File: config.mk
export PLATFORM = sky130hd
export DESIGN_NAME = visible_range_y_autoscale
export DESIGN_NICKNAME = d
export VERILOG_FILES = /design/src/sv/vrya_pkg.sv /design/src/sv/vrya_front.sv /design/src/sv/vrya_queue.sv /design/src/sv/vrya_back.sv /design/src/sv/visible_range_y_autoscale.sv
export SDC_FILE = /design/constraint.sdc
export NUM_CORES = 2
export LEC_CHECK = 0
export ABC_AREA = 1
export BUFFER_PORTS_ARGS = -buffer_cell sky130_fd_sc_hd__buf_4
export CORE_MARGIN = 2
export CORE_UTILIZATION = 30
export DETAILED_ROUTE_END_ITERATION = 8
export HOLD_SLACK_MARGIN = 0.02
export PLACE_DENSITY = 0.56
export SYNTH_ARGS = -nofsm -noshare
export SYNTH_HDL_FRONTEND = slang
export SYNTH_SLANG_ARGS = --single-unit
File: constraint.sdc
create_clock -name clock -period 9.5 [get_ports clock]
set_input_delay 0.95 -clock clock [delete_from_list [all_inputs] [get_ports clock]]
set_output_delay 0.95 -clock clock [all_outputs]
set_load 0.01 [all_outputs]
File: src/sv/vrya_pkg.sv
// shared types and constants for the visible-range vertical autoscale block
// no dependencies; used by every other file of the block
`default_nettype none

package vrya_pkg;

   // action codes
   localparam logic ACT_RECORD = 1'b0;
   localparam logic ACT_FINISH = 1'b1;

   // record formats
   localparam logic [1:0] FMT_POINT   = 2'd0;
   localparam logic [1:0] FMT_CANDLE  = 2'd1;
   localparam logic [1:0] FMT_RECT    = 2'd2;
   localparam logic [1:0] FMT_UNKNOWN = 2'd3;

   // configuration register indexes
   localparam int unsigned CSR_INDEX_W = 2;
   localparam int unsigned CSR_DATA_W  = 32;
   localparam logic [CSR_INDEX_W-1:0] CSR_X_LOW        = 2'd0;
   localparam logic [CSR_INDEX_W-1:0] CSR_X_HIGH       = 2'd1;
   localparam logic [CSR_INDEX_W-1:0] CSR_MARGIN       = 2'd2;
   localparam logic [CSR_INDEX_W-1:0] CSR_INCLUDE_ZERO = 2'd3;

   // configuration reset values
   localparam logic signed [31:0] X_LOW_RESET  = 32'sh8000_0000;
   localparam logic signed [31:0] X_HIGH_RESET = 32'sh7FFF_FFFF;
   localparam logic [15:0]        MARGIN_RESET = 16'd205;

   // running state reset values
   localparam logic signed [31:0] VALUE_MAX = 32'sh7FFF_FFFF;
   localparam logic signed [31:0] VALUE_MIN = 32'sh8000_0000;

   // widened bound limits for saturation
   localparam logic signed [37:0] WIDE_MAX = 38'sh0_7FFF_FFFF;
   localparam logic signed [37:0] WIDE_MIN = -38'sh0_8000_0000;

   // margin fraction is Q4.12
   localparam int unsigned MARGIN_FRAC_BITS = 12;

   // queue between front and back
   localparam int unsigned QUEUE_DEPTH = 4;
   localparam int unsigned QUEUE_PTR_W = 2;
   localparam int unsigned QUEUE_CNT_W = 3;

   typedef struct packed {
      logic              action;
      logic [1:0]        record_format;
      logic signed [31:0] word_zero;
      logic signed [31:0] word_one;
      logic signed [31:0] word_two;
      logic signed [31:0] word_three;
   } req_payload_type;

   typedef struct packed {
      logic              range_found;
      logic signed [31:0] y_min;
      logic signed [31:0] y_max;
   } rsp_payload_type;

   // classified item: a visible record or a finish
   typedef struct packed {
      logic              finish;
      logic signed [31:0] rec_low;
      logic signed [31:0] rec_high;
   } entry_type;

   // configuration seen by the back end
   typedef struct packed {
      logic [15:0] margin_fraction;
      logic        include_zero;
   } back_cfg_type;

endpackage

`default_nettype wire

File: src/sv/vrya_front.sv
// front end: visibility test and low/high extraction for one record
// depends on vrya_pkg
`default_nettype none

module vrya_front (
   input  wire vrya_pkg::req_payload_type item,
   input  wire logic signed [31:0]        visible_x_low,
   input  wire logic signed [31:0]        visible_x_high,
   output vrya_pkg::entry_type            entry,
   output logic                           keep
);

   logic signed [32:0] pos;
   logic signed [32:0] edge_lo;
   logic signed [32:0] edge_hi;
   logic               known;
   logic               visible;

   always_comb begin
      pos           = 33'(item.word_zero);
      edge_lo       = 33'(visible_x_low);
      edge_hi       = 33'(visible_x_high);
      known         = 1'b1;
      entry.finish  = (item.action == vrya_pkg::ACT_FINISH);
      entry.rec_low  = item.word_one;
      entry.rec_high = item.word_one;
      unique case (item.record_format)
         vrya_pkg::FMT_POINT: begin
         end
         vrya_pkg::FMT_CANDLE: begin
            entry.rec_low  = item.word_three;
            entry.rec_high = item.word_two;
         end
         vrya_pkg::FMT_RECT: begin
            // compare doubled midpoint against doubled edges
            pos     = 33'(item.word_zero) + 33'(item.word_two);
            edge_lo = {visible_x_low, 1'b0};
            edge_hi = {visible_x_high, 1'b0};
            if (item.word_one < item.word_three) begin
               entry.rec_low  = item.word_one;
               entry.rec_high = item.word_three;
            end else begin
               entry.rec_low  = item.word_three;
               entry.rec_high = item.word_one;
            end
         end
         vrya_pkg::FMT_UNKNOWN: begin
            known = 1'b0;
         end
         default: begin
            known = 1'b0;
         end
      endcase
      visible = !(pos < edge_lo) && !(pos > edge_hi);
      keep    = entry.finish || (known && visible);
   end

endmodule

`default_nettype wire

File: src/sv/vrya_queue.sv
// short queue of classified items between front and back
// depends on vrya_pkg
`default_nettype none

module vrya_queue (
   input  wire logic                clock,
   input  wire logic                reset,
   input  wire logic                push,
   input  wire vrya_pkg::entry_type push_entry,
   output logic                     full,
   input  wire logic                pop,
   output logic                     pop_valid,
   output vrya_pkg::entry_type      pop_entry
);

   vrya_pkg::entry_type mem_ff [vrya_pkg::QUEUE_DEPTH];
   logic [vrya_pkg::QUEUE_PTR_W-1:0] head_ff, head_in;
   logic [vrya_pkg::QUEUE_PTR_W-1:0] tail_ff, tail_in;
   logic [vrya_pkg::QUEUE_CNT_W-1:0] count_ff, count_in;
   logic                             do_push;
   logic                             do_pop;

   assign full      = (count_ff == vrya_pkg::QUEUE_CNT_W'(vrya_pkg::QUEUE_DEPTH));
   assign pop_valid = (count_ff != '0);
   assign pop_entry = mem_ff[head_ff];
   assign do_push   = push && !full;
   assign do_pop    = pop && pop_valid;

   always_comb begin
      head_in  = do_pop  ? head_ff + 1'b1 : head_ff;
      tail_in  = do_push ? tail_ff + 1'b1 : tail_ff;
      count_in = count_ff;
      if (do_push && !do_pop) begin
         count_in = count_ff + 1'b1;
      end else if (do_pop && !do_push) begin
         count_in = count_ff - 1'b1;
      end
   end

   always_ff @(posedge clock) begin
      if (reset) begin
         head_ff  <= '0;
         tail_ff  <= '0;
         count_ff <= '0;
      end else begin
         head_ff  <= head_in;
         tail_ff  <= tail_in;
         count_ff <= count_in;
      end
   end

   always_ff @(posedge clock) begin
      if (do_push) begin
         mem_ff[tail_ff] <= push_entry;
      end
   end

endmodule

`default_nettype wire

File: src/sv/vrya_back.sv
// back end: running low/high accumulation and the three-stage finish pipeline
// depends on vrya_pkg
`default_nettype none

module vrya_back #(
   parameter int unsigned FRAC_BITS = 16
) (
   input  wire logic                    clock,
   input  wire logic                    reset,
   input  wire vrya_pkg::back_cfg_type  cfg,
   input  wire logic                    q_valid,
   input  wire vrya_pkg::entry_type     q_entry,
   output logic                         q_pop,
   output logic                         rsp_valid,
   input  wire logic                    rsp_stall,
   output vrya_pkg::rsp_payload_type    rsp_payload
);

   localparam logic [31:0] ONE_SPAN = 32'd1 << FRAC_BITS;

   logic signed [31:0] low_ff, low_in;
   logic signed [31:0] high_ff, high_in;
   logic               seen_ff, seen_in;

   // stage 1: snapshot of the state at finish
   logic               s1_valid_ff, s1_valid_in;
   logic               s1_seen_ff;
   logic signed [31:0] s1_low_ff;
   logic signed [31:0] s1_high_ff;
   // stage 2: span times margin fraction
   logic               s2_valid_ff, s2_valid_in;
   logic               s2_seen_ff;
   logic signed [31:0] s2_low_ff;
   logic signed [31:0] s2_high_ff;
   logic [47:0]        s2_prod_ff;
   // output register
   logic                      out_valid_ff, out_valid_in;
   vrya_pkg::rsp_payload_type out_ff, out_in;

   logic               out_ready;
   logic               s2_ready;
   logic               s1_ready;
   logic               take_finish;
   logic signed [32:0] span_wide;
   logic [31:0]        span;
   logic [47:0]        prod;
   logic signed [37:0] margin;
   logic signed [37:0] lo_wide;
   logic signed [37:0] hi_wide;

   function automatic logic [35:0] prod_shift(input logic [47:0] p);
      prod_shift = p[47:vrya_pkg::MARGIN_FRAC_BITS];
   endfunction

   function automatic logic signed [31:0] sat_value(input logic signed [37:0] v);
      if (v > vrya_pkg::WIDE_MAX) begin
         sat_value = vrya_pkg::VALUE_MAX;
      end else if (v < vrya_pkg::WIDE_MIN) begin
         sat_value = vrya_pkg::VALUE_MIN;
      end else begin
         sat_value = v[31:0];
      end
   endfunction

   assign out_ready   = !out_valid_ff || !rsp_stall;
   assign s2_ready    = !s2_valid_ff || out_ready;
   assign s1_ready    = !s1_valid_ff || s2_ready;
   assign q_pop       = q_valid && (!q_entry.finish || s1_ready);
   assign take_finish = q_pop && q_entry.finish;

   // running state
   always_comb begin
      low_in  = low_ff;
      high_in = high_ff;
      seen_in = seen_ff;
      if (take_finish) begin
         low_in  = vrya_pkg::VALUE_MAX;
         high_in = vrya_pkg::VALUE_MIN;
         seen_in = 1'b0;
      end else if (q_pop) begin
         if (q_entry.rec_low < low_ff) begin
            low_in = q_entry.rec_low;
         end
         if (q_entry.rec_high > high_ff) begin
            high_in = q_entry.rec_high;
         end
         seen_in = 1'b1;
      end
   end

   // span and margin product
   always_comb begin
      span_wide = 33'(s1_high_ff) - 33'(s1_low_ff);
      if (span_wide[32] || (span_wide == '0)) begin
         span = ONE_SPAN;
      end else begin
         span = span_wide[31:0];
      end
      prod = 48'(span) * 48'(cfg.margin_fraction);
   end

   // widened bounds, include zero, saturate
   always_comb begin
      margin  = 38'(prod_shift(s2_prod_ff));
      lo_wide = 38'(s2_low_ff) - margin;
      hi_wide = 38'(s2_high_ff) + margin;
      if (cfg.include_zero) begin
         if (lo_wide > 38'sd0) begin
            lo_wide = '0;
         end
         if (hi_wide < 38'sd0) begin
            hi_wide = '0;
         end
      end
      out_in.range_found = s2_seen_ff;
      if (!s2_seen_ff) begin
         out_in.y_min = '0;
         out_in.y_max = '0;
      end else begin
         out_in.y_min = sat_value(lo_wide);
         out_in.y_max = sat_value(hi_wide);
      end
   end

   always_comb begin
      s1_valid_in  = s1_valid_ff;
      s2_valid_in  = s2_valid_ff;
      out_valid_in = out_valid_ff;
      if (out_ready) begin
         out_valid_in = s2_valid_ff;
      end
      if (s2_ready) begin
         s2_valid_in = s1_valid_ff;
      end
      if (s1_ready) begin
         s1_valid_in = take_finish;
      end
   end

   always_ff @(posedge clock) begin
      if (reset) begin
         low_ff       <= vrya_pkg::VALUE_MAX;
         high_ff      <= vrya_pkg::VALUE_MIN;
         seen_ff      <= 1'b0;
         s1_valid_ff  <= 1'b0;
         s2_valid_ff  <= 1'b0;
         out_valid_ff <= 1'b0;
      end else begin
         low_ff       <= low_in;
         high_ff      <= high_in;
         seen_ff      <= seen_in;
         s1_valid_ff  <= s1_valid_in;
         s2_valid_ff  <= s2_valid_in;
         out_valid_ff <= out_valid_in;
      end
   end

   always_ff @(posedge clock) begin
      if (s1_ready && take_finish) begin
         s1_seen_ff <= seen_ff;
         s1_low_ff  <= low_ff;
         s1_high_ff <= high_ff;
      end
      if (s2_ready && s1_valid_ff) begin
         s2_seen_ff <= s1_seen_ff;
         s2_low_ff  <= s1_low_ff;
         s2_high_ff <= s1_high_ff;
         s2_prod_ff <= prod;
      end
      if (out_ready && s2_valid_ff) begin
         out_ff <= out_in;
      end
   end

   assign rsp_valid   = out_valid_ff;
   assign rsp_payload = out_ff;

endmodule

`default_nettype wire

File: src/sv/visible_range_y_autoscale.sv
// top level of the visible-range vertical autoscale block
// depends on vrya_pkg, vrya_front, vrya_queue and vrya_back
`default_nettype none

// Takes one chart record (point, candle or rectangle) or one finish command per
// cycle while req_stall is low. Records whose horizontal position lies inside
// [visible_x_low, visible_x_high] widen a running low/high; a finish returns
// one result with the found flag and the range widened on each side by
// margin_fraction (Q4.12) times the span, optionally pulled to include zero and
// saturated to 32 bits, then clears the running state. Throughput is one item
// per cycle while the queue is not full: the front classifies a record in the
// cycle it is accepted and writes it into a four-entry queue, and the back
// folds one queued item per cycle into the running low/high while no finish is
// held at the queue head. A finish leaves the queue into a three-stage pipeline
// (snapshot, 32x16 span multiply, widen/saturate into the output register). A
// stalled result only holds back further finishes; records keep flowing until
// the queue fills, and req_stall is high exactly while the queue is full.
// Configuration is written through csr_ while the block is idle; a write to
// index 0..3 takes effect on the next cycle.

module visible_range_y_autoscale #(
   parameter int unsigned FRAC_BITS = 16
) (
   input  wire logic                                clock,
   input  wire logic                                reset,
   // input channel
   input  wire logic                                req_valid,
   output logic                                     req_stall,
   input  wire vrya_pkg::req_payload_type           req_payload,
   // result channel
   output logic                                     rsp_valid,
   input  wire logic                                rsp_stall,
   output vrya_pkg::rsp_payload_type                rsp_payload,
   // configuration write port
   input  wire logic                                csr_write,
   input  wire logic [vrya_pkg::CSR_INDEX_W-1:0]    csr_index,
   input  wire logic [vrya_pkg::CSR_DATA_W-1:0]     csr_wdata
);

   // configuration registers
   logic signed [31:0] x_low_ff;
   logic signed [31:0] x_high_ff;
   logic [15:0]        margin_ff;
   logic               include_zero_ff;

   // front to queue
   vrya_pkg::entry_type front_entry;
   logic                front_keep;
   logic                queue_full;
   // queue to back
   logic                q_valid;
   logic                q_pop;
   vrya_pkg::entry_type q_entry;
   vrya_pkg::back_cfg_type back_cfg;

   // register writes, reset to the documented defaults
   always_ff @(posedge clock) begin
      if (reset) begin
         x_low_ff        <= vrya_pkg::X_LOW_RESET;
         x_high_ff       <= vrya_pkg::X_HIGH_RESET;
         margin_ff       <= vrya_pkg::MARGIN_RESET;
         include_zero_ff <= 1'b0;
      end else if (csr_write) begin
         unique case (csr_index)
            vrya_pkg::CSR_X_LOW:        x_low_ff        <= csr_wdata;
            vrya_pkg::CSR_X_HIGH:       x_high_ff       <= csr_wdata;
            vrya_pkg::CSR_MARGIN:       margin_ff       <= csr_wdata[15:0];
            vrya_pkg::CSR_INCLUDE_ZERO: include_zero_ff <= csr_wdata[0];
            default: begin
            end
         endcase
      end
   end

   // classify the incoming record; dropped records never enter the queue
   vrya_front u_front (
      .item           (req_payload),
      .visible_x_low  (x_low_ff),
      .visible_x_high (x_high_ff),
      .entry          (front_entry),
      .keep           (front_keep)
   );

   assign req_stall = queue_full;

   // decouples classification from accumulation and result back-pressure
   vrya_queue u_queue (
      .clock      (clock),
      .reset      (reset),
      .push       (req_valid && front_keep),
      .push_entry (front_entry),
      .full       (queue_full),
      .pop        (q_pop),
      .pop_valid  (q_valid),
      .pop_entry  (q_entry)
   );

   assign back_cfg.margin_fraction = margin_ff;
   assign back_cfg.include_zero    = include_zero_ff;

   // running range and finish pipeline
   vrya_back #(
      .FRAC_BITS (FRAC_BITS)
   ) u_back (
      .clock       (clock),
      .reset       (reset),
      .cfg         (back_cfg),
      .q_valid     (q_valid),
      .q_entry     (q_entry),
      .q_pop       (q_pop),
      .rsp_valid   (rsp_valid),
      .rsp_stall   (rsp_stall),
      .rsp_payload (rsp_payload)
   );

endmodule

`default_nettype wire

==> results.sh <==
export IMPL_period_share_pct=95.76
export IMPL_start_kind="flip-flop"
export IMPL_dp_hpwl_um=154500
export IMPL_postSynthCellCount=6770
export IMPL_ys_flop_type="edfxtp_1"
export IMPL_cpMaxStageDelayCell="fa_1"
export IMPL_vias_per_cell=4.898
export IMPL_ios=237
export IMPL_grt_pass1_wl_um=291600
export IMPL_cp_common_cell="nand2_1"
export IMPL_clk_latency_ns=0.69
export IMPL_drive_gt1_share_pct=9.692
export IMPL_worstPathArrival_ns=9.55
export IMPL_critPathMaxFanout=13
export IMPL_cts_tree="done"
export IMPL_fin_nets=8063
export IMPL_cp_slowest_stage_delay_ns=0.54
export IMPL_setup_viol=0
export IMPL_cts_buffers=74
export IMPL_first_pass_iters=6
export IMPL_slew_headroom_pct=12.32
export IMPL_cap_violations=0
export IMPL_placed_cells=9434
export IMPL_cp_required_ns=9.95
export IMPL_crit_type="reg2reg"
export IMPL_antenna_found_initial=5
export IMPL_status="finished, final reports clean"
export IMPL_finalCriticalPeriod_ns=9.097
export IMPL_grt_overflow_total=0
export IMPL_cts_clk_slew_worst_paths_ns=0.06
export IMPL_dieArea_um2=188000
export IMPL_drt_total_wl_um=192200
export IMPL_final_common_cell="nand2_1"
export IMPL_die_width_um=433.5
export IMPL_most_common_layout_cells="1434 x nand2_1, 1094 x inv_1, 802 x nor2_1"
export IMPL_hold_viol=0
export IMPL_yosysWarnings=0
export IMPL_rows=157
export IMPL_fp_coreArea_um2=183300
export IMPL_io_buffers=236
export IMPL_ys_types=67
export IMPL_grt_start_max_net_pins=88
export IMPL_start_util_pct=30.20
export IMPL_hold_class="reg2reg"
export IMPL_syn_area_um2=55350
export IMPL_drc=0
export IMPL_vias=46898
export IMPL_async_reset_ff_share_pct=0
export IMPL_cts_hold_buffers_added=0
export IMPL_grt_total_usage_pct=20.46
export IMPL_clk_path_buf_depth=3
export IMPL_h_tree_depth=3
export IMPL_drt_antenna_violating_nets=0
export IMPL_gp_congestion=0.9694
export IMPL_synth_seq_cells=649
export IMPL_root_buffer="clkbuf_16"
export IMPL_grt_pass1_vias=46286
export IMPL_syn_avg_cell_area_um2=8.176
export IMPL_syn2layout_area_growth_pct=14.54
export IMPL_post_drt_wl_per_cell_um=20.07
export IMPL_initialDrtViolationCount=3870
export IMPL_syn_num_nets=7785
export IMPL_ys_seq_area_share_pct=32.35
export IMPL_tightest_slew_ns=1.301
export IMPL_fin_skew_ns=0.06230
export IMPL_drv_slew=0
export IMPL_clock_sinks=649
export IMPL_synth_edf_count=491
export IMPL_instances_no_fill=9574
export IMPL_fp_dieH_um=433.5
export IMPL_crit_path_end_kind="flip-flop"
export IMPL_fillerInstances=19148
export IMPL_fmax_ghz=0.1099
## metrics by stage
| stage | hold WS, ns | utilization [%] | cell area, um^2 | setup WS (ns) | TNS, ns |
|---|---|---|---|---|---|
| 6_report | 0.4291 | 34.59 | 63400 | 0.4026 | 0 |
| 5_1_grt | 0.4467 | 34.59 | 63400 | -0.02651 | -0.02651 |
| 4_1_cts | 0.4294 | 34.55 | 63330 | 0.1229 | 0 |
| 3_5_place_dp | 0.4147 | 33.23 | 60900 | 0.1332 | 0 |
| 3_3_place_gp | 0.4147 | 33.23 | 60900 | 0.07190 | 0 |
| 2_1_floorplan | 0.4003 | - | 55350 | 1.230 | 0 |
## area by class of cell
class                           count  area [um^2]  share of cell area [%]
Tap cell                         2464         3083                   4.863
Clock inverter                     40        461.7                  0.7282
Clock buffer                       97         1973                   3.112
Sequential cell                   649        17910                   28.25
Antenna cell                        1        2.502                0.003947
Inverter                         1135         4272                   6.738
Timing Repair Buffer              428         3288                   5.186
Multi-Input combinational cell   4760        32410                   51.12
## cell families (layout without fill, tap and decap cells)
kind of cell / Yosys count / after routing / synth area share (%)
xor+xnor: 96 / 96 / 1.573
mux: 54 / 54 / 0.9765
fa+ha+maj: 845 / 845 / 24.82
compound gates: 1136 / 1136 / 11.81
buf+inv: 1361 / 1700 / 9.316
other cells: 0 / 1 / 0
simple gates: 2629 / 2629 / 19.14
flops: 649 / 649 / 32.35
## cell usage after synthesis (all sizes together), types with 3 or more instances
library cell,count,area share [%]
nand2,1450,9.9
inv,1115,7.6
nor2,815,5.6
edfxtp,491,27
ha,423,9.6
fa,422,15
a21oi,405,3.9
o21ai,405,3.7
nand3,201,1.9
clkbuf,199,1.3
dfxtp,158,5.7
o22ai,96,1.1
xor2,58,0.96
nor3,55,0.51
mux2i,54,0.98
o211ai,49,0.66
a31oi,48,0.54
nand4,40,0.45
xnor2,38,0.61
o31ai,36,0.51
or2,28,0.32
buf,27,0.27
clkinv,20,0.14
o21a,20,0.27
a21o,19,0.26
nor4,15,0.17
nand3b,14,0.19
o21bai,12,0.19
a211oi,10,0.14
a21boi,10,0.14
a221oi,9,0.14
o221ai,7,0.11
o2111ai,4,0.063
and2,3,0.034
and3,3,0.034
## what timing repair did
action,in CTS,in global routing
gates resized for setup,0,15
endpoints found under the setup margin,0,11
setup buffers,0,2
## sequential cells by signal, summed over array words and instances (netlist names), named ones only
register / count
u_queue.mem_ff: 260
u_back.rsp_payload: 65
u_back.s2_prod_ff: 36
u_back.high_ff: 32
u_back.low_ff: 32
u_back.s1_high_ff: 32
u_back.s1_low_ff: 32
u_back.s2_high_ff: 32
u_back.s2_low_ff: 32
x_high_ff: 32
x_low_ff: 32
margin_ff: 16
u_queue.count_ff: 3
u_queue.head_ff: 2
u_queue.tail_ff: 2
include_zero_ff: 1
u_back.rsp_valid: 1
u_back.s1_seen_ff: 1
u_back.s1_valid_ff: 1
u_back.s2_seen_ff: 1
u_back.s2_valid_ff: 1
u_back.seen_ff: 1
## routing by layer
layer  GRT usage (%)  vias to the layer above  wire, um
met1           28.69                    22687     88360
met2           32.85                     1448     86650
met5               0                        -         0
met3           2.559                      262     10990
li1                -                    22501         -
met4           6.078                        0      6146
## critical path, delay by kind of cell (launching register included)
| family | cells | cell delay, ns |
|---|---|---|
| AOI/OAI and AO/OA | 2 | 0.44 |
| xor gates and xnor gates | 1 | 0.37 |
| adders and majority gates | 9 | 3.93 |
| buffers and inverters | 11 | 1.36 |
| DFF | 1 | 0.44 |
| and+or+nand+nor | 19 | 2.30 |
## worst paths after layout
check / start / end / slack [ns] / cells after the start
hold reg to reg: u_back.high_ff[24] / u_back.s1_high_ff[24] / 0.43 / 0
setup reg to reg: u_back.s1_low_ff[0] / u_back.s2_prod_ff[37] / 0.40 / 42
setup / recovery: u_back.s1_low_ff[0] / u_back.s2_prod_ff[37] / 0.40 / 42
hold / removal: u_back.high_ff[24] / u_back.s1_high_ff[24] / 0.43 / 0
Power is not shown: default switching activity piles up to over one toggle a cycle in this logic, so the estimate is an artifact.
